`src/opcs_pkg.sv`:
```
// Shared types, command codes and constants of the output pattern command sequencer.
// Depends on nothing; every other file imports it.
`timescale 1ns / 1ps

package opcs_pkg;

    localparam int CHANNELS    = 6;
    localparam int QUEUE_DEPTH = 8;
    localparam int IDX_W       = $clog2(CHANNELS);
    localparam int PTR_W       = $clog2(QUEUE_DEPTH);
    localparam int FILL_W      = $clog2(QUEUE_DEPTH + 1);
    localparam int CMD_W       = 8;
    localparam int TIME_W      = 10;
    localparam int CFG_IDX_W   = 3;

    // Command byte codes.
    localparam logic [CMD_W-1:0] CMD_ALL_OFF  = 8'h00;
    localparam logic [CMD_W-1:0] CMD_PULSE_LO = 8'h01;
    localparam logic [CMD_W-1:0] CMD_PULSE_HI = CMD_W'(CHANNELS);
    localparam logic [CMD_W-1:0] CMD_CHASE    = 8'h10;
    localparam logic [CMD_W-1:0] CMD_BOUNCE   = 8'h11;
    localparam logic [CMD_W-1:0] CMD_FLASH    = 8'h12;
    localparam logic [CMD_W-1:0] CMD_SHUTDOWN = 8'h20;
    localparam logic [CMD_W-1:0] CMD_STARTUP  = 8'h21;
    localparam logic [CMD_W-1:0] CMD_UNMUTE   = 8'h22;
    localparam logic [CMD_W-1:0] CMD_MUTE     = 8'h23;

    localparam logic [2:0] CHASE_ROUNDS  = 3'd4;
    localparam logic [2:0] BOUNCE_ROUNDS = 3'd3;
    localparam logic [2:0] FLASH_COUNT   = 3'd5;

    localparam logic [IDX_W-1:0] CH_LAST = IDX_W'(CHANNELS - 1);
    localparam logic [IDX_W-1:0] CH_TURN = IDX_W'(CHANNELS - 2);

    // Register reset values.
    localparam logic [TIME_W-1:0] PULSE_MS_RST    = 10'd500;
    localparam logic [TIME_W-1:0] CHASE_ON_MS_RST = 10'd180;
    localparam logic [TIME_W-1:0] CHASE_GAP_RST   = 10'd70;
    localparam logic [TIME_W-1:0] BOUNCE_MS_RST   = 10'd140;
    localparam logic [TIME_W-1:0] FLASH_MS_RST    = 10'd300;
    localparam logic [TIME_W-1:0] SHUT_MS_RST     = 10'd10;
    localparam logic [TIME_W-1:0] SETTLE_MS_RST   = 10'd20;

    typedef enum logic [CFG_IDX_W-1:0] {
        CFG_PULSE_MS     = 3'd0,
        CFG_CHASE_ON_MS  = 3'd1,
        CFG_CHASE_GAP_MS = 3'd2,
        CFG_BOUNCE_MS    = 3'd3,
        CFG_FLASH_MS     = 3'd4,
        CFG_SHUT_MS      = 3'd5,
        CFG_SETTLE_MS    = 3'd6
    } t_cfg_idx;

    typedef struct packed {
        logic [TIME_W-1:0] pulse_ms;
        logic [TIME_W-1:0] chase_on_ms;
        logic [TIME_W-1:0] chase_gap_ms;
        logic [TIME_W-1:0] bounce_ms;
        logic [TIME_W-1:0] flash_ms;
        logic [TIME_W-1:0] mute_to_shutdown_ms;
        logic [TIME_W-1:0] startup_settle_ms;
    } t_cfg;

    // Decoded command as it is held in the queue.
    typedef enum logic [2:0] {
        OP_PULSE,
        OP_CHASE,
        OP_BOUNCE,
        OP_FLASH,
        OP_SHUT,
        OP_START,
        OP_UNMUTE,
        OP_MUTE
    } t_op;

    typedef struct packed {
        t_op              op;
        logic [IDX_W-1:0] chan;
    } t_qent;

    // Queue head as the back end sees it.
    typedef struct packed {
        logic  avail;
        t_qent entry;
    } t_qhead;

    typedef enum logic [2:0] {
        M_IDLE,
        M_PULSE,
        M_CHASE,
        M_BOUNCE,
        M_FLASH,
        M_SHUT,
        M_START
    } t_mode;

    // Line levels and flags reported by the back end.
    typedef struct packed {
        logic [CHANNELS-1:0] channel_drive;
        logic                amp_enable;
        logic                amp_mute;
        logic                busy_res;
        logic                unmute_refused;
    } t_lines;

    function automatic logic [CHANNELS-1:0] chan_bit(input logic [IDX_W-1:0] idx);
        logic [CHANNELS-1:0] b;
        for (int i = 0; i < CHANNELS; i++) begin
            b[i] = (idx == IDX_W'(i));
        end
        return b;
    endfunction

    // A phase of zero ticks lasts one tick.
    function automatic logic [TIME_W-1:0] load_time(input logic [TIME_W-1:0] d);
        return (d == '0) ? TIME_W'(1) : d;
    endfunction

endpackage

```
`src/opcs_front.sv`:
```
// Front end: classifies a command byte into a queue entry or rejects it as unknown.
// Depends on opcs_pkg.
`timescale 1ns / 1ps

module opcs_front import opcs_pkg::*; (
    input  logic [CMD_W-1:0] i_command,
    output logic             o_known,
    output t_qent            o_entry
);

    always_comb begin
        o_known       = 1'b1;
        o_entry.op    = OP_MUTE;
        o_entry.chan  = IDX_W'(i_command - CMD_PULSE_LO);
        case (i_command) inside
            [CMD_PULSE_LO:CMD_PULSE_HI]: o_entry.op = OP_PULSE;
            CMD_CHASE:                   o_entry.op = OP_CHASE;
            CMD_BOUNCE:                  o_entry.op = OP_BOUNCE;
            CMD_FLASH:                   o_entry.op = OP_FLASH;
            CMD_ALL_OFF, CMD_SHUTDOWN:   o_entry.op = OP_SHUT;
            CMD_STARTUP:                 o_entry.op = OP_START;
            CMD_UNMUTE:                  o_entry.op = OP_UNMUTE;
            CMD_MUTE:                    o_entry.op = OP_MUTE;
            default:                     o_known    = 1'b0;
        endcase
    end

endmodule

```
`config.mk`:
```
export PLATFORM = sky130hd
export DESIGN_NAME = opcs_front
export DESIGN_NICKNAME = d
export VERILOG_FILES = /design/src/opcs_pkg.sv /design/src/opcs_front.sv
export SDC_FILE = /design/constraint.sdc
export NUM_CORES = 1
export LEC_CHECK = 0
export BUFFER_PORTS_ARGS = -buffer_cell sky130_fd_sc_hd__buf_2
export CAP_MARGIN = 20
export CORE_AREA = 4 4 41 43
export DETAILED_ROUTE_END_ITERATION = 12
export DIE_AREA = 0 0 45 47
export SETUP_SLACK_MARGIN = 0.3
export SYNTH_ARGS = -nofsm -noshare
export SYNTH_HDL_FRONTEND = slang
export SYNTH_SLANG_ARGS = --single-unit
```
`constraint.sdc`:
```
create_clock -name vclk -period 2.44
set_clock_uncertainty 0.05 [all_clocks]
set_input_delay 0.488 -clock vclk [all_inputs]
set_output_delay 0.488 -clock vclk [all_outputs]
set_load 0.03 [all_outputs]
```
# Yosys cells after proc, flatten, opt, wreduce, memory -nomap -nowiden
# Cells that the tools add are included.
totals:
  reg_bits: 0
  output_inout_bits: 7
classes:
  add_sub_neg: 1
  magnitude_cmp: 2
  eq_ne: 7
  muxes: 15
  reduce_logical: 3
op_table:
  columns: ["op", "n"]
  rows:
  - ["8-bit by 6-bit == test with 1-bit output (second input constant)", 4]
  - ["8-bit by 5-bit == test with 1-bit output (second input constant)", 3]
  - ["3-bit two-way mux", 4]
  - ["1-bit two-way mux", 9]
  - ["8-bit by 1-bit >= comparator with 1-bit output (second input constant)", 1]
  - ["8-bit by 3-bit less-or-equal comparator with 1-bit output (second input constant)", 1]
  - ["8-bit logical NOT", 1]
  - ["2-bit two-way mux", 2]
  - ["3-bit by 1-bit subtractor with 3-bit output (second input constant)", 1]
  - ["2-bit OR reduction", 1]
  - ["1-bit logical AND", 1]

# Depth between registers and ports, before layout
# Gate-level depths: netlist of run 1.
logic_depth:
  ltp_word: 9
  mapped_depth: 5
  ltp_nobuf: 5

# Least setup slack after synthesis of run 1
# OpenSTA, ideal clock, no wires.
synth_timing:
  kind: "in2out"
  start: "in i_command[0]"
  end: "out o_known"
  arrival_time_ps: 1834
  required_time_ps: 1902
  setup_slack_ps: 68
  cell_stages: 5
  n_path_buf: 0
  cell_sequence: "inv_1 > ha_1 > or3b_1 > nor2_2 > o221ai_1"
synth_between:
  elab_chain_len: 9
synth_rtl:
  columns: ["item", "line_no", "rtl"]
  rows:
  - ["from (decl)", "opcs_front.sv:6", "input logic [CMD_W-1:0] i_command,"]
  - ["8-bit by 6-bit == test with 1-bit output (no source line)", null, null]
  - ["1-bit two-way mux (7 in series)", "opcs_front.sv:15", "case (i_command) inside"]
  - ["1-bit two-way mux (*)", "opcs_front.sv:15", null]
  - ["to (decl)", "opcs_front.sv:7", "output logic o_known,"]
# Every way passes the cells marked *; elsewhere a longest branch is shown, timed or not.

==> results.ini, run 1 <==
[pwr]
total_leakage_power_nw=0.170
power.density_nw_per_um2=153
ir_worst_vdd_uv=75.1

[cells_and_area]
n_sequential_cell=0
drive_above_1_share_pct=58.0
nClkBuffers=0
seq_area_um2=0
layout_common_cells=buf_2, buf_6, ha_4
fin_nets=64
area_delta_synth_final_pct=85.5
antenna_cells=0
layout_commonest_cell=buf_2

[sta]
hold_viol=0
rsz0062_at_grt=yes
slew_headroom_pct=73.2
max_freq_mhz=464
drv_slew=0
tightest_slew_ps=401
period_share_pct=88.3
min_period_ps=2150
final-setup-viol-count=0
setup_ws_ps=286
finalSetupTns_ps=0

[worst_hold_path]
holdPathStages=3
hp-class=in -> out

[global_route]
grt_usage_pct=7.24
first_global_vias=296
grt_pass1_wl_um=1220
antenna_found_initial=0
grt_max_degree=8
overflow=0

[yosys]
synth_seq_area_share_pct=0
synthCells=34
yosysTopAreaCellShare_pct=20.7
yosysWarnings=0
synth_nets=46
syn-cell-area_um2=241
syn_avg_cell_area_um2=7.10
synth.largest_area_cell=ha_1
synthTopCellsByArea=ha_1, nor3_1, o211ai_1
synthDistinctLibCells=21

[floorplan]
rows=13
die_x_um=45
die-area_um2=2120
core-area_um2=1300
initial_utilization_pct=18.6
boundaryPins=15
die_y_um=47

[setup_path]
cp-start-kind=input port
endpoint_kind=output port
crit_arrival_ps=1620
cp.required_ps=1900
path_class=in -> out
cp_max_fo=3

[routing]
highest_layer=met3
drt_iter0_markers=2
wl_met2_um=403
wire_per_inst_um=11.3
ant_nets=0
vias=326
wl_um=736
drtPass1Iterations=2
avgViaCountPerCell=5.02
drc=0
wl_met3_um=29
wl_met1_um=303

[cts]
hold_buffers=0

[outcome]
status=complete, no violations

[placement]
port_buffers=15
gp_congestion=0.723
place_ws_ps=156
place_hpwl_um=617

[run]
drv_cap=0

## Yosys cell counts
cell type,n
ha_1,4
inv_1,3
nor2_1,3
nor3_1,3
nand2_1,2
nand3_1,2
nand4_1,2
o211ai_1,2
a32o_1,1
a32oi_1,1
and3b_1,1
nand2b_1,1
nand3b_1,1
nor2_2,1
nor3_2,1
o21a_1,1
o221ai_1,1
o22a_1,1
o31a_1,1
or3b_1,1
xor2_1,1
## cell type report
type	instances	area, um^2
timing repair buffer	16	120
multi-input combinational	31	292
inverter	3	17.5
tap	15	18.8
fill	155	853
## power by group
group	leakage (nW)	total [W]	switching [W]	internal, W
registers	0	0	0	0
logic	0.170	0.0000685	0.0000406	0.0000279
clock network	0	0	0	0
## per-layer routing
| layer | track usage [%] | up-vias |
|---|---|---|
| met5 | 0 | - |
| met4 | 0 | 0 |
| met3 | 0 | 0 |
| met2 | 14.4 | 8 |
| met1 | 9.21 | 153 |
| li1 | - | 165 |
## through the flow
stage	cell area, um^2	util (%)	total power (W)	hold WS [ps]	cells
2_1_floorplan	256	-	0.0000340	1050	34
3_3_place_gp	358	27.5	0.0000555	1270	65
3_5_place_dp	358	27.5	0.0000562	1280	65
4_1_cts	437	33.6	0.0000672	1280	65
5_1_grt	448	34.4	0.0000743	1290	65
6_report	448	34.4	0.0000685	1290	65
## path summary, 6_finish.rpt
path,start,endpoint
worst max-delay path,i_command[0],o_entry[5]
worst min-delay path,i_command[2],o_entry[2]
## what timing repair did
item | CTS | global route
resized for setup | 20 | 3
buffers inserted | 0 | 0
pin swaps | 6 | 5
endpoints found under the setup margin | 4 | 4
## worst max-delay path: stages
cell,delay (ps)
buf_8,110
clkinvlp_4,110
ha_4,140
or3b_4,400
nor2_4,100
o22a_2,150
buf_6,120
## logic make-up (layout without fill, tap and decap cells)
kind of cell             count (synthesis)  after routing  share of synthesized area [%]
AO/OA/AOI/OAI                            8              8                           28.0
adder cells (fa/ha/maj)                  4              4                           20.7
XOR/XNOR                                 1              1                           3.63
AND/OR/NAND/NOR                         18             18                           43.0
buffers and inverters                    3             19                           4.66
Power figures use the tool's default switching activity.
==> run 2: changes to the inputs <==
--- a/config.mk
+++ b/config.mk
@@ -10,6 +10,8 @@
 export CORE_AREA = 4 4 41 43
 export DETAILED_ROUTE_END_ITERATION = 12
 export DIE_AREA = 0 0 45 47
+export PLACE_DENSITY_LB_ADDON = 0.1
+export RECOVER_POWER = 25
 export SETUP_SLACK_MARGIN = 0.3
 export SYNTH_ARGS = -nofsm -noshare
 export SYNTH_HDL_FRONTEND = slang
==> results.ini, run 2 (synthesis gave the netlist of run 1 again) <==
[cells_and_area]
area_delta_synth_final_pct=89.1
instances_no_fill=67  ; +3.1%
drive_above_1_share_pct=55.8  ; -2.2 points
post-route-util_pct=35.1  ; +0.67 points
fill_cells=152  ; -1.9%
antenna_cells=0  ; unchanged
layout_common_cells=buf_2, buf_4, buf_6
n_sequential_cell=0  ; unchanged
nClkBuffers=0  ; unchanged
fin_nets=66  ; +3.1%
layout_commonest_cell=buf_2
seq_area_um2=0  ; unchanged

[sta]
hold_viol=0  ; unchanged
tightest_slew_ps=363  ; -37.5 ps
rsz0062_at_grt=yes
finalSetupTns_ps=0  ; unchanged
worst_hold_slack_ps=1280  ; -5.63 ps
final-setup-viol-count=0  ; unchanged
slew_headroom_pct=75.9  ; +2.7 points
max_freq_mhz=467  ; +0.58%
drv_slew=0  ; unchanged
min_period_ps=2140  ; -12.4 ps
period_share_pct=87.8  ; -0.51 points

[pwr]
combPwrFrac_pct=100.0  ; about the same
ir_worst_vdd_uv=53.6  ; -29%
power.density_nw_per_um2=151  ; -1.2%
pwr-share-clk_pct=0  ; unchanged
p_int_w=0.0000290  ; +3.8%
swShare_pct=58.0  ; -1.2 points
total_leakage_power_nw=0.177  ; +4.1%
p_seq_share_pct=0  ; unchanged
p_sw_w=0.0000400  ; -1.4%

[floorplan]
boundaryPins=15  ; unchanged
initial_utilization_pct=18.6  ; unchanged
core-area_um2=1300  ; unchanged
rows=13  ; unchanged
die_x_um=45  ; unchanged
die-area_um2=2120  ; unchanged
die_y_um=47  ; unchanged

[worst_hold_path]
hp-class=in -> out
holdPathStages=3  ; unchanged

[routing]
ant_nets=0  ; unchanged
avgViaCountPerCell=4.82  ; -3.9%
drt_iter0_markers=1  ; -1
wl_um=709  ; -3.7%
vias=323  ; -0.92%
drc=0  ; unchanged
wire_per_inst_um=10.6  ; -6.5%
drtPass1Iterations=2  ; unchanged

[run]
drv_cap=0  ; unchanged

[setup_path]
cp.required_ps=1900  ; about the same
crit_arrival_ps=1600  ; -20 ps
path_class=in -> out
cp_max_fo=3  ; unchanged
endpoint_kind=output port
cp-start-kind=input port

[cts]
hold_buffers=0  ; unchanged

[global_route]
antenna_found_initial=0  ; unchanged
overflow=0  ; unchanged
first_global_vias=279  ; -5.7%
grt_pass1_wl_um=1190  ; -2.9%
grt_usage_pct=6.92  ; -0.31 points
grt_max_degree=7  ; -1

[outcome]
status=complete, no violations

[placement]
gp_congestion=0.696  ; -3.7%
place_hpwl_um=580  ; -6.0%
port_buffers=15  ; unchanged
dp.cells=65  ; unchanged

run 2: cell count changes in the layout (fill, tap and decap cells not counted):
| cell | change |
|---|---|
| buf_2 | -1 |
| buf_4 | +2 |
| nor3_2 | -1 |
| clkbuf_1 | +1 |
| nor3_1 | +1 |
run 2: final cells by class:
class | instances | area [um^2] | area share (%)
multi-input cells | 31 | 287 | 62.7
repair buffers | 18 | 134 | 29.3
inverters | 3 | 17.5 | 3.84
well taps | 15 | 18.8 | 4.11
run 2: metal layers:
layer | up-vias | global-route usage [%] | wire (um)
li1 | 169 | - | -
met1 | 145 | 10.6 | 347
met2 | 9 | 11.6 | 313
met3 | 0 | 0 | 47
met4 | 0 | 0 | 0
met5 | - | 0 | 0
run 2: critical path: stages:
cell and delay [ps]:
buf_8 110, clkinvlp_4 100, ha_4 140, or3b_4 400, nor2_4 100, o22a_2 140, buf_6 120
run 2: worst paths after layout:
kind	startpoint	end	slack, ps
worst max-delay path	i_command[0]	o_entry[5]	300
worst min-delay path	i_command[2]	o_entry[2]	1280
run 2: timing repair:
item                       4_1_cts  5_1_grt
pin swaps                        5        8
setup endpoints to repair        4        4
resized for setup               18        5
buffers inserted                 2        0
hold endpoints to repair         0        0
cloned                           0        0
run 2: power by group through the flow:
stage / Combinational (W) / Sequential [W] / Clock [W]
3_5_place_dp: 0.0000563 / 0 / 0
2_1_floorplan: 0.0000340 / 0 / 0
5_1_grt: 0.0000763 / 0 / 0
4_1_cts: 0.0000679 / 0 / 0
6_report: 0.0000690 / 0 / 0
3_3_place_gp: 0.0000575 / 0 / 0
run 2: through the flow:
| stage | cell area, um^2 | worst slack [ps] | power (W) |
|---|---|---|---|
| final | 457 | 298 | 0.0000690 |
| after detailed placement | 358 | 113 | 0.0000563 |
| after CTS | 439 | 276 | 0.0000679 |
| after global placement | 358 | 109 | 0.0000575 |
| after floorplan | 256 | 306 | 0.0000340 |
| after global routing | 457 | 238 | 0.0000763 |
