[src/opcs_pkg.sv]
// Shared types, command codes and constants of the output pattern command sequencer.
// Depends on nothing; every other file imports it.
`timescale 1ns / 1ps

package opcs_pkg;

    localparam int CHANNELS    = 6;
    localparam int QUEUE_DEPTH = 8;
    localparam int IDX_W       = $clog2(CHANNELS);
    localparam int PTR_W       = $clog2(QUEUE_DEPTH);
    localparam int FILL_W      = $clog2(QUEUE_DEPTH + 1);
    localparam int CMD_W       = 8;
    localparam int TIME_W      = 10;
    localparam int CFG_IDX_W   = 3;

    // Command byte codes.
    localparam logic [CMD_W-1:0] CMD_ALL_OFF  = 8'h00;
    localparam logic [CMD_W-1:0] CMD_PULSE_LO = 8'h01;
    localparam logic [CMD_W-1:0] CMD_PULSE_HI = CMD_W'(CHANNELS);
    localparam logic [CMD_W-1:0] CMD_CHASE    = 8'h10;
    localparam logic [CMD_W-1:0] CMD_BOUNCE   = 8'h11;
    localparam logic [CMD_W-1:0] CMD_FLASH    = 8'h12;
    localparam logic [CMD_W-1:0] CMD_SHUTDOWN = 8'h20;
    localparam logic [CMD_W-1:0] CMD_STARTUP  = 8'h21;
    localparam logic [CMD_W-1:0] CMD_UNMUTE   = 8'h22;
    localparam logic [CMD_W-1:0] CMD_MUTE     = 8'h23;

    localparam logic [2:0] CHASE_ROUNDS  = 3'd4;
    localparam logic [2:0] BOUNCE_ROUNDS = 3'd3;
    localparam logic [2:0] FLASH_COUNT   = 3'd5;

    localparam logic [IDX_W-1:0] CH_LAST = IDX_W'(CHANNELS - 1);
    localparam logic [IDX_W-1:0] CH_TURN = IDX_W'(CHANNELS - 2);

    // Register reset values.
    localparam logic [TIME_W-1:0] PULSE_MS_RST    = 10'd500;
    localparam logic [TIME_W-1:0] CHASE_ON_MS_RST = 10'd180;
    localparam logic [TIME_W-1:0] CHASE_GAP_RST   = 10'd70;
    localparam logic [TIME_W-1:0] BOUNCE_MS_RST   = 10'd140;
    localparam logic [TIME_W-1:0] FLASH_MS_RST    = 10'd300;
    localparam logic [TIME_W-1:0] SHUT_MS_RST     = 10'd10;
    localparam logic [TIME_W-1:0] SETTLE_MS_RST   = 10'd20;

    typedef enum logic [CFG_IDX_W-1:0] {
        CFG_PULSE_MS     = 3'd0,
        CFG_CHASE_ON_MS  = 3'd1,
        CFG_CHASE_GAP_MS = 3'd2,
        CFG_BOUNCE_MS    = 3'd3,
        CFG_FLASH_MS     = 3'd4,
        CFG_SHUT_MS      = 3'd5,
        CFG_SETTLE_MS    = 3'd6
    } t_cfg_idx;

    typedef struct packed {
        logic [TIME_W-1:0] pulse_ms;
        logic [TIME_W-1:0] chase_on_ms;
        logic [TIME_W-1:0] chase_gap_ms;
        logic [TIME_W-1:0] bounce_ms;
        logic [TIME_W-1:0] flash_ms;
        logic [TIME_W-1:0] mute_to_shutdown_ms;
        logic [TIME_W-1:0] startup_settle_ms;
    } t_cfg;

    // Decoded command as it is held in the queue.
    typedef enum logic [2:0] {
        OP_PULSE,
        OP_CHASE,
        OP_BOUNCE,
        OP_FLASH,
        OP_SHUT,
        OP_START,
        OP_UNMUTE,
        OP_MUTE
    } t_op;

    typedef struct packed {
        t_op              op;
        logic [IDX_W-1:0] chan;
    } t_qent;

    // Queue head as the back end sees it.
    typedef struct packed {
        logic  avail;
        t_qent entry;
    } t_qhead;

    typedef enum logic [2:0] {
        M_IDLE,
        M_PULSE,
        M_CHASE,
        M_BOUNCE,
        M_FLASH,
        M_SHUT,
        M_START
    } t_mode;

    // Line levels and flags reported by the back end.
    typedef struct packed {
        logic [CHANNELS-1:0] channel_drive;
        logic                amp_enable;
        logic                amp_mute;
        logic                busy_res;
        logic                unmute_refused;
    } t_lines;

    function automatic logic [CHANNELS-1:0] chan_bit(input logic [IDX_W-1:0] idx);
        logic [CHANNELS-1:0] b;
        for (int i = 0; i < CHANNELS; i++) begin
            b[i] = (idx == IDX_W'(i));
        end
        return b;
    endfunction

    // A phase of zero ticks lasts one tick.
    function automatic logic [TIME_W-1:0] load_time(input logic [TIME_W-1:0] d);
        return (d == '0) ? TIME_W'(1) : d;
    endfunction

endpackage

[src/opcs_queue.sv]
// Command queue between front and back end, with a bypass when it is empty.
// Depends on opcs_pkg.
`timescale 1ns / 1ps

module opcs_queue import opcs_pkg::*; (
    input  logic   i_clk,
    input  logic   i_rst_n,
    input  logic   i_push,
    input  t_qent  i_push_entry,
    input  logic   i_pop,
    output t_qhead o_head,
    output logic   o_dropped
);

    t_qent             r_mem [QUEUE_DEPTH];
    t_qent             r_rd;
    logic [PTR_W-1:0]  r_head, n_head;
    logic [PTR_W-1:0]  r_tail, n_tail;
    logic [FILL_W-1:0] r_fill, n_fill;
    logic              w_full;
    logic              w_write;

    assign w_full    = (r_fill == FILL_W'(QUEUE_DEPTH));
    assign w_write   = i_push && !w_full;
    assign o_dropped = i_push && w_full;

    // An entry pushed into an empty queue can be taken in the same beat.
    assign o_head.avail = (r_fill != '0) || w_write;
    assign o_head.entry = (r_fill == '0) ? i_push_entry : r_rd;

    always_comb begin
        n_head = r_head;
        n_tail = r_tail;
        n_fill = r_fill;
        if (w_write) begin
            n_tail = (r_tail == PTR_W'(QUEUE_DEPTH - 1)) ? '0 : r_tail + PTR_W'(1);
        end
        if (i_pop) begin
            n_head = (r_head == PTR_W'(QUEUE_DEPTH - 1)) ? '0 : r_head + PTR_W'(1);
        end
        if (w_write && !i_pop) begin
            n_fill = r_fill + FILL_W'(1);
        end else if (!w_write && i_pop) begin
            n_fill = r_fill - FILL_W'(1);
        end
    end

    always_ff @(posedge i_clk) begin
        if (!i_rst_n) begin
            r_head <= '0;
            r_tail <= '0;
            r_fill <= '0;
        end else begin
            r_head <= n_head;
            r_tail <= n_tail;
            r_fill <= n_fill;
        end
    end

    // The entry at the next head is read ahead; a write into that slot passes through.
    always_ff @(posedge i_clk) begin
        if (w_write) begin
            r_mem[r_tail] <= i_push_entry;
        end
        if (w_write && (r_tail == n_head)) begin
            r_rd <= i_push_entry;
        end else begin
            r_rd <= r_mem[n_head];
        end
    end

endmodule

[config.mk]
export PLATFORM = sky130hd
export DESIGN_NAME = opcs_queue
export DESIGN_NICKNAME = d
export VERILOG_FILES = /design/src/opcs_pkg.sv /design/src/opcs_queue.sv
export SDC_FILE = /design/constraint.sdc
export NUM_CORES = 1
export LEC_CHECK = 0
export BUFFER_PORTS_ARGS = -buffer_cell sky130_fd_sc_hd__buf_2
export CORE_MARGIN = 2
export CORE_UTILIZATION = 54
export DETAILED_ROUTE_END_ITERATION = 7
export PLACE_DENSITY = 0.72
export SLEW_MARGIN = 10
export SYNTH_ARGS = -nofsm -noshare
export SYNTH_HDL_FRONTEND = slang
export SYNTH_SLANG_ARGS = --single-unit
[constraint.sdc]
create_clock -name i_clk -period 2.4 [get_ports i_clk]
set_input_delay 0.48 -clock i_clk [delete_from_list [all_inputs] [get_ports i_clk]]
set_output_delay 0.48 -clock i_clk [all_outputs]
set_load 0.02 [all_outputs]
; ---- After elaboration in Yosys (flattened, before gate mapping)
; Memories as Yosys holds them, arrays and structs flattened. A register that Yosys moved wholly into a read port is not among the register bits.
; Index checks and enable logic that the tools add are counted.
; Widths: inputs -> output; s select.
[op_classes]
muxes = 8
reduce_logical = 11
n_eq_ne = 3
addsub = 4
[op_table]
columns = cell, n
row1 = $mux 3, 3
row2 = $mux 4, 2
row3 = $add 3x1->3 const B, 2
row4 = $eq 3x3->1 const B, 2
row5 = $mux 6, 1
row6 = $add 4x1->4 const B, 1
row7 = $eq 4x4->1 const B, 1
row8 = $logic_and 1x1->1, 4
row9 = $logic_not 4->1, 1
row10 = $reduce_bool 4->1, 1
row11 = $sub 4x1->4 const B, 1
row12 = $logic_not 1->1, 3
row13 = $mux 1, 2
row14 = $reduce_bool 2->1, 1
row15 = $logic_or 1x1->1, 1
[totals]
n_memories = 1
reg_bits = 10
ram_bits = 48
input_bits = 10
[memory_table]
columns = name, depth, word_bits, rd, rd_clocked_by_memory_dff, wr, line_no
row1 = r_mem, 8, 6, 1, 1, 1, opcs_queue.sv:15  ; t_qent r_mem [QUEUE_DEPTH];

; ---- Depth between registers and ports, before layout
; Gate-level depths: netlist of the first run.
[logic_depth]
ltp_word = 7
ltp_mapped = 11
mapped_depth_nobuf = 10

; ---- Least setup slack after synthesis of the first run
; Ideal clock, no wire load.
[synth_timing]
kind = register to register
startpoint = register r_fill[0]
endpoint = register r_fill[3]
stages_incl_launch_ff = 12
t_required_ps = 2328
path_slack_ps = 274
arrival_time_ps = 2054
path_cell_list = dfxtp_1 -> nor3_1 -> a21bo_1 -> buf_6 -> inv_1 -> ha_1 -> inv_1 -> ha_1 -> a21oi_1 -> a211oi_1 -> a31oi_1 -> mux2i_1
[synth_between]
elab_chain_cells = 6
word_cells_on_any_way = 11
cone_classes = add/sub: 2 / eq/ne: 1 / mux: 2 / reduce/logical: 6
[synth_rtl]
columns = item, line_no
row1 = "start, declared", opcs_queue.sv:19  ; logic [FILL_W-1:0] r_fill, n_fill;
row2 = "start signal, assigned", opcs_queue.sv:56  ; r_fill <= n_fill;
row3 = $eq 4x4->1 *, opcs_queue.sv:23  ; assign w_full = (r_fill == FILL_W'(QUEUE_DEPTH));
row4 = $logic_not 1->1 *, opcs_queue.sv:24  ; assign w_write = i_push && !w_full;
row5 = $logic_and 1x1->1 *, opcs_queue.sv:24
row6 = via w_write, opcs_queue.sv:21  ; logic w_write;
row7 = $logic_not 1->1, opcs_queue.sv:43  ; end else if (!w_write && i_pop) begin
row8 = $logic_and 1x1->1, opcs_queue.sv:43
row9 = $reduce_bool 2->1 (no source line), n/a
; The timed path passes the listed nets; every way through them passes the cells marked *. The select of a mux whose other input is x is not followed.
; A chain may end at the register's enable or synchronous reset.

==> impl_metrics.yaml, run 1 <==
route:
  num_vias: 1546
  drt_iter0_drc: 130
  vias_per_cell: 5.75
  dr.pass1.iters: 5
  drcViolationCount: 0
  antenna_left: 0
  routedWlPerCell_um: 18.2
  routed_wl_um: 4900
final_layout:
  layout-area-overhead-vs-synth_pct: 16.4
  final_cell_mix: "edfxtp_1, buf_2, nand2_1"
  drive_above_1_share: 0.288
  diodes: 0
  final_nets: 228
  mostFrequentLayoutCell: "edfxtp_1"
  utilization: 0.645
synthesis:
  ys.flop_type: "edfxtp_1"
  syn_avg_cell_area_um2: 14.4
  synth.distinct_cells: 33
  ys_seq_area_frac: 0.655
  ys_async_sr_fraction: 0
  synth_edf_count: 48
  synthCells: 180
  synth-seq-cells: 61
  yosys-top-cells-area: "edfxtp_1, dfxtp_1, mux2_2"
  yosys_warnings: 0
  syn-cell-area_um2: 2600
  netlist.area_leader.share: 0.555
  syn-num-nets: 198
  synth_top_area_cell: "edfxtp_1"
sta:
  setup_violations: 0
  fin_crit_ns: 2.28
  slew_headroom: 0.612
  worst_pin_slew_ns: 0.580
  final_max_slew_viol_count: 0
  hold_viol_final: 0
  fin_skew_ns: 0.00756
  tns_ns: 0
  max_freq_ghz: 0.439
  setup_ws_ns: 0.122
  layout_worst_path_cycle_share: 0.949
die:
  boundaryPins: 18
  core_area_um2: 4690
  die-area_um2: 5380
  start_util: 0.554
  die_h_um: 73.4
  die_x_um: 73.4
  row_count: 25
place:
  io_buffer_count: 17
  place_congestion: 0.749
  preCtsSetupSlack_ns: 0.0822
  dp_hpwl_um: 3350
setup_path:
  max_stage_delay_ns: 0.36
  reg2reg_slack_ns: 0.23
  startpoint_type: "flip-flop"
  critical_path_cell_count: 6
  slowest_stage: "dfxtp_1"
  path_buf_inv: 2
  path_cells: "buf_12, mux2i_1, a22oi_2, o221ai_1, o21ai_0, buf_2"
  required_ns: 1.92
  path_max_fanout: 24
  crit_type: "flip-flop to output pin"
  critPathCaptureType: "output pin"
  reg2reg_from: "r_fill[2]"
  worst_ep_arrival_time_ns: 1.80
  cp_top_family: "compound AO/OA/AOI/OAI gates"
  r2r_end: "r_fill[3]"
  endpoint: "o_head[1]"
  r2r_cells: 10
power_and_ir_drop:
  cellLeakagePower_nw: 1.13
  pwr_density_cell_nw_per_um2: 1020
  vdd_ir_drop_max_mv: 0.620
grt:
  antenna_found_initial: 0
  overflow: 0
  grt_pass1_vias: 1568
  grt_pass1_wl_um: 7890
  gr-usage-all-layers: 0.208
  grt_max_degree: 25
  met1_usage: 0.235
  grt_util_met2: 0.360
  gr-usage-met3: 0.0480
  top_usage_layer: "met2"
clock_tree:
  clock_latency_ns: 0.33
  cts_max_path_buffers: 2
  clock-sinks: 61
  clk_pin_slew_ns: 0.07
  htreeDepth: 3
  cts_tree: "done"
  numCtsBuffers: 9
  clk_root_buffer_cell: "clkbuf_8"
worst_hold_path:
  min_path_type: "primary input to flip-flop"
run_status:
  status: "complete, no violations"
job:
  drv_cap: 0
==> synth_stat cells (all sizes together) (6+ instances only) <==
cell type  count
edfxtp        48
nand2         15
mux2          14
mux2i         14
dfxtp         13
ha             7
o21ai          7
a22oi          6
nor3           6
o221ai         6
==> through the flow <==
| step | cells | hold WS [ns] | total power, mW | cell area (um^2) |
|---|---|---|---|---|
| 6_report | 269 | 0.448 | 3.08 | 3020 |
| 5_1_grt | 269 | 0.449 | 3.24 | 3020 |
| 4_1_cts | 269 | 0.436 | 3.07 | 3010 |
| 3_5_place_dp | 253 | 0.494 | 2.08 | 2780 |
| 3_3_place_gp | 253 | 0.486 | 2.04 | 2780 |
| 2_1_floorplan | 180 | 0.468 | 1.82 | 2600 |
==> what timing repair did <==
action | 4_1_cts | 5_1_grt
resized for setup | 0 | 8
hold buffers | 0 | 0
buffers inserted | 0 | 0
endpoints found under the setup margin | 0 | 4
==> worst min-delay path by stage <==
| stage | startpoint | endpoint | slack, ns | cells after the start |
|---|---|---|---|---|
| after floorplan | r_fill[3] | r_fill[3] | 0.47 | 2 |
| after global placement | r_head[1] | flip-flop | 0.49 | 1 |
| after detailed placement | r_head[0] | flip-flop | 0.49 | 1 |
| after CTS | i_push_entry[5] | r_mem[3][5] | 0.44 | 1 |
| after global routing | i_push_entry[5] | r_mem[3][5] | 0.45 | 1 |
| final | i_push_entry[0] | r_mem[0][0] | 0.45 | 1 |
==> cell type report <==
| class | instances | area, um^2 |
|---|---|---|
| clock inverter | 6 | 86.3 |
| tap | 54 | 67.6 |
| sequential | 61 | 1700 |
| multi-input combinational | 109 | 852 |
| fill | 362 | 1670 |
| inverter | 3 | 11.3 |
| timing repair buffer | 26 | 165 |
| clock buffer | 10 | 138 |
==> worst reg2reg max path: stages (launching register included) <==
cell	delay (ns)
dfxtp_1	0.42
nor3_2	0.07
a21bo_1	0.20
inv_1	0.12
ha_1	0.21
inv_2	0.07
ha_1	0.33
a21oi_2	0.18
a211oi_1	0.09
a31oi_1	0.18
mux2i_1	0.23
==> per-layer routing <==
layer	wire length, um	share of wire
met5	0	0
met4	148	0.030
met3	189	0.039
met2	2600	0.53
met1	1970	0.40
==> state kept, by name, indices dropped and copies added (netlist names), named ones only <==
signal and flops:
r_head 3, r_mem 48, r_tail 3, r_fill 4
==> logic make-up (layout without fill, tap and decap cells) <==
logic type | count (synthesis) | after routing | share of synthesized area
AOI/OAI and AO/OA | 27 | 27 | 0.0737
xor gates and xnor gates | 2 | 2 | 0.00674
muxes | 28 | 28 | 0.115
buffers and inverters | 10 | 45 | 0.0250
DFF | 61 | 61 | 0.655
adders and majority gates | 8 | 8 | 0.0414
and+or+nand+nor | 44 | 44 | 0.0838
==> where the power goes <==
| part | internal, mW | total (mW) | switching (mW) | leakage [nW] |
|---|---|---|---|---|
| clock network | 0.609 | 0.993 | 0.385 | 0.102 |
| registers | 1.23 | 1.30 | 0.0727 | 0.543 |
| logic | 0.321 | 0.785 | 0.464 | 0.481 |
No activity file was read; power rests on OpenSTA's default activity.
==> run 2: changes to the inputs <==
--- a/config.mk
+++ b/config.mk
@@ -5,6 +5,7 @@
 export SDC_FILE = /design/constraint.sdc
 export NUM_CORES = 1
 export LEC_CHECK = 0
+export ABC_AREA = 1
 export BUFFER_PORTS_ARGS = -buffer_cell sky130_fd_sc_hd__buf_2
 export CORE_MARGIN = 2
 export CORE_UTILIZATION = 54
==> run 2 against run 1 <==
  * Global-route usage down 0.20 points
  * Via count rose by 29%
  * Synthesized cell count grew 66%
  * Critical path depth increased by 2
  * Highest routed layer unchanged
  * Combinational power decreased by 25%
==> impl_metrics.yaml, run 2 <==
run_status:
  status: "complete, no violations"
grt:
  grt_pass1_wl_um: 8980
  gr-usage-all-layers: 0.206
  antenna_found_initial: 0
  overflow: 0
  grt_pass1_vias: 1889
  grt_max_degree: 25
final_layout:
  final_nets: 341
  largest_register_ff_count: 48
  reg_top3: "r_mem x48, r_fill x4"
  final_cell_mix: "nand2_1, inv_1, edfxtp_1"
  layout-area-overhead-vs-synth_pct: 11.9
  mostFrequentLayoutCell: "nand2_1"
  diodes: 0
  drive_above_1_share: 0.137
  utilization: 0.622
  regMostFlops: "r_mem"
synthesis:
  synth-seq-cells: 61
  synthCells: 299
  yosys-top-cells-area: "edfxtp_1, nand2_1, dfxtp_1"
  yosys_warnings: 0
  ys.flop_type: "edfxtp_1"
  syn-cell-area_um2: 2840
  synth_top_area_cell: "edfxtp_1"
  synth.distinct_cells: 22
  ys_seq_area_frac: 0.599
  synth_edf_count: 48
  syn-num-nets: 317
  syn_avg_cell_area_um2: 9.50
  synth_most_common_cell: "nand2_1"
  netlist.area_leader.share: 0.507
  synth_commonest_cells: "nand2_1, inv_1, edfxtp_1"
  ys_async_sr_fraction: 0
die:
  die_x_um: 76.5
  die_h_um: 76.5
  start_util: 0.556
  die-area_um2: 5860
  row_count: 26
  boundaryPins: 18
  core_area_um2: 5110
sta:
  max_freq_ghz: 0.463
  slew_headroom: 0.585
  setup_ws_ns: 0.241
  final_max_slew_viol_count: 0
  tns_ns: 0
  hold_viol_final: 0
  fin_skew_ns: 0.00571
  setup_violations: 0
  fin_crit_ns: 2.16
  worst_pin_slew_ns: 0.621
  layout_worst_path_cycle_share: 0.900
  rsz0062_at_grt: "false"
setup_path:
  path_cells: "buf_4, nand2_1, nand2_1, nand2_1, nand3_1, nand3_1, nand2_1, buf_2"
  path_buf_inv: 2
  critPathCaptureType: "output pin"
  slowest_stage: "dfxtp_1"
  path_max_fanout: 21
  crit_type: "flip-flop to output pin"
  required_ns: 1.92
  worst_ep_arrival_time_ns: 1.68
  max_stage_delay_ns: 0.44
  crit_top_cell: "nand2_1"
  cp_top_family: "simple AND/OR/NAND/NOR gates"
  startpoint_type: "flip-flop"
route:
  drt_iter0_drc: 156
  antenna_left: 0
  num_vias: 2000
  dr.pass1.iters: 4
  routed_wl_um: 5510
  vias_per_cell: 5.03
  drcViolationCount: 0
  routedWlPerCell_um: 13.8
job:
  drv_cap: 0
worst_hold_path:
  min_path_type: "primary input to flip-flop"
place:
  preCtsSetupSlack_ns: 0.391
  dp_hpwl_um: 3700
  io_buffer_count: 17
  place_congestion: 0.762
power_and_ir_drop:
  pwr_density_cell_nw_per_um2: 875
  cellLeakagePower_nw: 1.46
  vdd_ir_drop_max_mv: 0.537
clock_tree:
  clock-sinks: 61
  ctsResizeCount: 0
  clk_pin_slew_ns: 0.06
  cts_tree: "done"
  clock_latency_ns: 0.33
  cts_max_path_buffers: 2
  numCtsBuffers: 9
  post_cts_buffers: 0
  cts_hold_buf: 0
  clk_root_buffer_cell: "clkbuf_8"
  htreeDepth: 3
run 2: cell count changes after synthesis, sizes merged, moves of 5 or more:
cell    change
nand2      +78
inv        +50
nand3      +41
mux2       -14
mux2i      -14
nor2       +14
a21oi       +6
a22oi       -6
nor3        -6
o221ai      -6
and2        -5
nand2b      -5
run 2: metrics by stage:
step | hold WS, ns | instances | power (mW) | instance area [um^2]
4_1_cts | 0.396 | 398 | 2.80 | 3180
3_5_place_dp | 0.483 | 382 | 1.88 | 2970
5_1_grt | 0.422 | 398 | 2.93 | 3180
6_report | 0.407 | 398 | 2.78 | 3180
2_1_floorplan | 0.442 | 299 | 1.71 | 2840
3_3_place_gp | 0.475 | 382 | 1.86 | 2970
run 2: cell families after synthesis:
group | Yosys count | synth area share
AO/OA/AOI/OAI | 11 | 0.0194
XOR/XNOR | 4 | 0.0123
adder cells (fa/ha/maj) | 8 | 0.0379
buffers and inverters | 60 | 0.0930
flip-flops | 61 | 0.599
AND/OR/NAND/NOR | 155 | 0.238
run 2: final timing paths:
kind | startpoint | endpoint | slack (ns) | depth (start not counted)
setup / recovery | flip-flop | o_head[0] | 0.24 | 8
hold / removal | i_pop | flip-flop | 0.41 | 3
setup reg to reg | r_fill[0] | r_fill[3] | 0.39 | 13
hold reg to reg | r_head[1] | r_head[1] | 0.49 | 2
run 2: worst min-delay path, stage by stage:
cell     delay [ns]
buf_2          0.11
nand2_1        0.07
nand2_1        0.05
run 2: metal layers:
| metal | share of wire | GRT usage | vias to the layer above |
|---|---|---|---|
| li1 | - | - | 1005 |
| met1 | 0.44 | 0.260 | 920 |
| met2 | 0.48 | 0.338 | 67 |
| met3 | 0.061 | 0.0509 | 8 |
| met4 | 0.015 | 0.0891 | 0 |
| met5 | 0 | 0 | - |
run 2: area by class of cell:
type / count / area [um^2]
sequential: 61 / 1700
inverter: 53 / 201
tap: 70 / 87.6
multi-input combinational: 178 / 875
timing repair buffer: 20 / 108
clock buffer: 15 / 176
clock inverter: 1 / 30.0
fill: 424 / 1930
run 2: power breakdown:
group / switching, mW / total [mW] / internal [mW]
logic: 0.397 / 0.590 / 0.193
registers: 0.0489 / 1.26 / 1.22
clock network: 0.361 / 0.927 / 0.566
total: 0.806 / 2.78 / 1.98
==> run 3: changes to the inputs <==
--- a/config.mk
+++ b/config.mk
@@ -6,7 +6,7 @@
 export NUM_CORES = 1
 export LEC_CHECK = 0
 export ABC_AREA = 1
-export BUFFER_PORTS_ARGS = -buffer_cell sky130_fd_sc_hd__buf_2
+export BUFFER_PORTS_ARGS = -buffer_cell sky130_fd_sc_hd__buf_4
 export CORE_MARGIN = 2
 export CORE_UTILIZATION = 54
 export DETAILED_ROUTE_END_ITERATION = 7
==> run 3 against run 2 <==
  * Cell count is 0.25% lower
  * Critical endpoint is now o_head[4]
  * Sequential power about the same
  * Highest routed layer unchanged
  * Fmax is 3.1% higher
==> impl_metrics.yaml, run 3 (synthesis results as in run 2) <==
setup_path:
  required_ns: 1.92
  startpoint_type: "flip-flop"
  path_max_fanout: 24
  critPathCaptureType: "output pin"
  crit_type: "flip-flop to output pin"
  worst_ep_arrival_time_ns: 1.61
route:
  vias_per_cell: 4.79
  dr.pass1.iters: 4
  drcViolationCount: 0
  routedWlPerCell_um: 13.4
  drt_iter0_drc: 97
  wl_met1_um: 2360
  num_vias: 1903
  routed_wl_um: 5310
  wl_met3_um: 293
  antenna_left: 0
  wl_met2_um: 2610
  top_layer: "met4"
die:
  core_area_um2: 5110
  row_count: 26
  die_x_um: 76.5
  die-area_um2: 5860
  die_h_um: 76.5
  start_util: 0.556
  boundaryPins: 18
clock_tree:
  post_cts_buffers: 0
  numCtsBuffers: 9
  cts_tree: "done"
  htreeDepth: 3
  clock-sinks: 61
  cts_max_path_buffers: 2
  clk_pin_slew_ns: 0.06
  clk_root_buffer_cell: "clkbuf_8"
  ctsResizeCount: 0
  clock_latency_ns: 0.32
  cts_hold_buf: 0
sta:
  fin_skew_ns: 0.00680
  worst_pin_slew_ns: 0.632
  hold_viol_final: 0
  max_freq_ghz: 0.478
  fin_crit_ns: 2.09
  final_max_slew_viol_count: 0
  setup_violations: 0
  setup_ws_ns: 0.306
  layout_worst_path_cycle_share: 0.872
  tns_ns: 0
  fin_hold_ws_ns: 0.396
  slew_headroom: 0.577
  rsz0062_at_grt: "false"
place:
  io_buffer_count: 17
  dp_hpwl_um: 3590
  place_congestion: 0.796
  preCtsSetupSlack_ns: 0.360
final_layout:
  final_cell_mix: "nand2_1, inv_1, edfxtp_1"
  regMostFlops: "r_mem"
  diodes: 0
  drive_above_1_share: 0.131
  mostFrequentLayoutCell: "nand2_1"
  final_nets: 340
  reg_top3: "r_mem x48, r_fill x4"
  largest_register_ff_count: 48
  layout-area-overhead-vs-synth_pct: 11.6
  fill_cells: 439
grt:
  grt_max_degree: 25
  gr-usage-all-layers: 0.204
  overflow: 0
  grt_pass1_vias: 1830
  antenna_found_initial: 0
  grt_pass1_wl_um: 8910
worst_hold_path:
  min_path_type: "primary input to flip-flop"
job:
  drv_cap: 0
power_and_ir_drop:
  pwr_density_cell_nw_per_um2: 833
  cellLeakagePower_nw: 1.45
  vdd_ir_drop_max_mv: 0.474
run_status:
  status: "complete, no violations"
-- run 3: changes by cell type in the layout (fill, tap and decap cells not counted) --
cell	previous run	this run
clkbuf_1	3	4
buf_2	17	0
clkbuf_8	12	10
buf_4	3	19
clkinv_2	0	2
bufinv_16	1	0
-- run 3: worst paths after layout --
check,cells after the start,startpoint,endpoint,slack (ns)
max,7,flip-flop,o_head[4],0.31
min reg2reg,2,r_head[1],flip-flop,0.50
min,3,i_pop,flip-flop,0.40
max reg2reg,13,r_fill[0],r_fill[3],0.36
-- run 3: stage by stage --
stage,cell area (um^2),std cells,power [mW],util
4_1_cts,3170,397,2.67,0.621
6_report,3170,397,2.64,0.621
5_1_grt,3170,397,2.80,0.621
2_1_floorplan,2840,299,1.71,-
3_5_place_dp,3010,381,1.91,0.589
3_3_place_gp,3010,381,1.90,0.589
-- run 3: routing by layer --
layer / global-route usage / vias to the layer above
met2: 0.315 / 47
met5: 0 / -
met3: 0.0604 / 4
met4: 0.0782 / 0
met1: 0.273 / 856
li1: - / 996
-- run 3: area by class of cell --
cell class / instances / area [um^2] / share of cell area
flip-flops and latches: 61 / 1700 / 0.537
multi-input cells: 178 / 875 / 0.276
inverters: 53 / 201 / 0.0635
clock buffers: 14 / 153 / 0.0481
repair buffers: 19 / 143 / 0.0450
well taps: 70 / 87.6 / 0.0276
clock inverters: 2 / 10.0 / 0.00316
-- run 3: critical path: stages, from the launching register on --
cell	delay [ns]
dfxtp_1	0.38
buf_4	0.30
nand2_1	0.09
nand3_1	0.09
nand3_1	0.11
nand3_1	0.11
nand2_1	0.06
buf_4	0.15
-- run 3: where the power goes --
part           internal (mW)  switching (mW)  total [mW]
clock                  0.401           0.354       0.755
sequential              1.22          0.0459        1.26
combinational          0.227           0.397       0.625
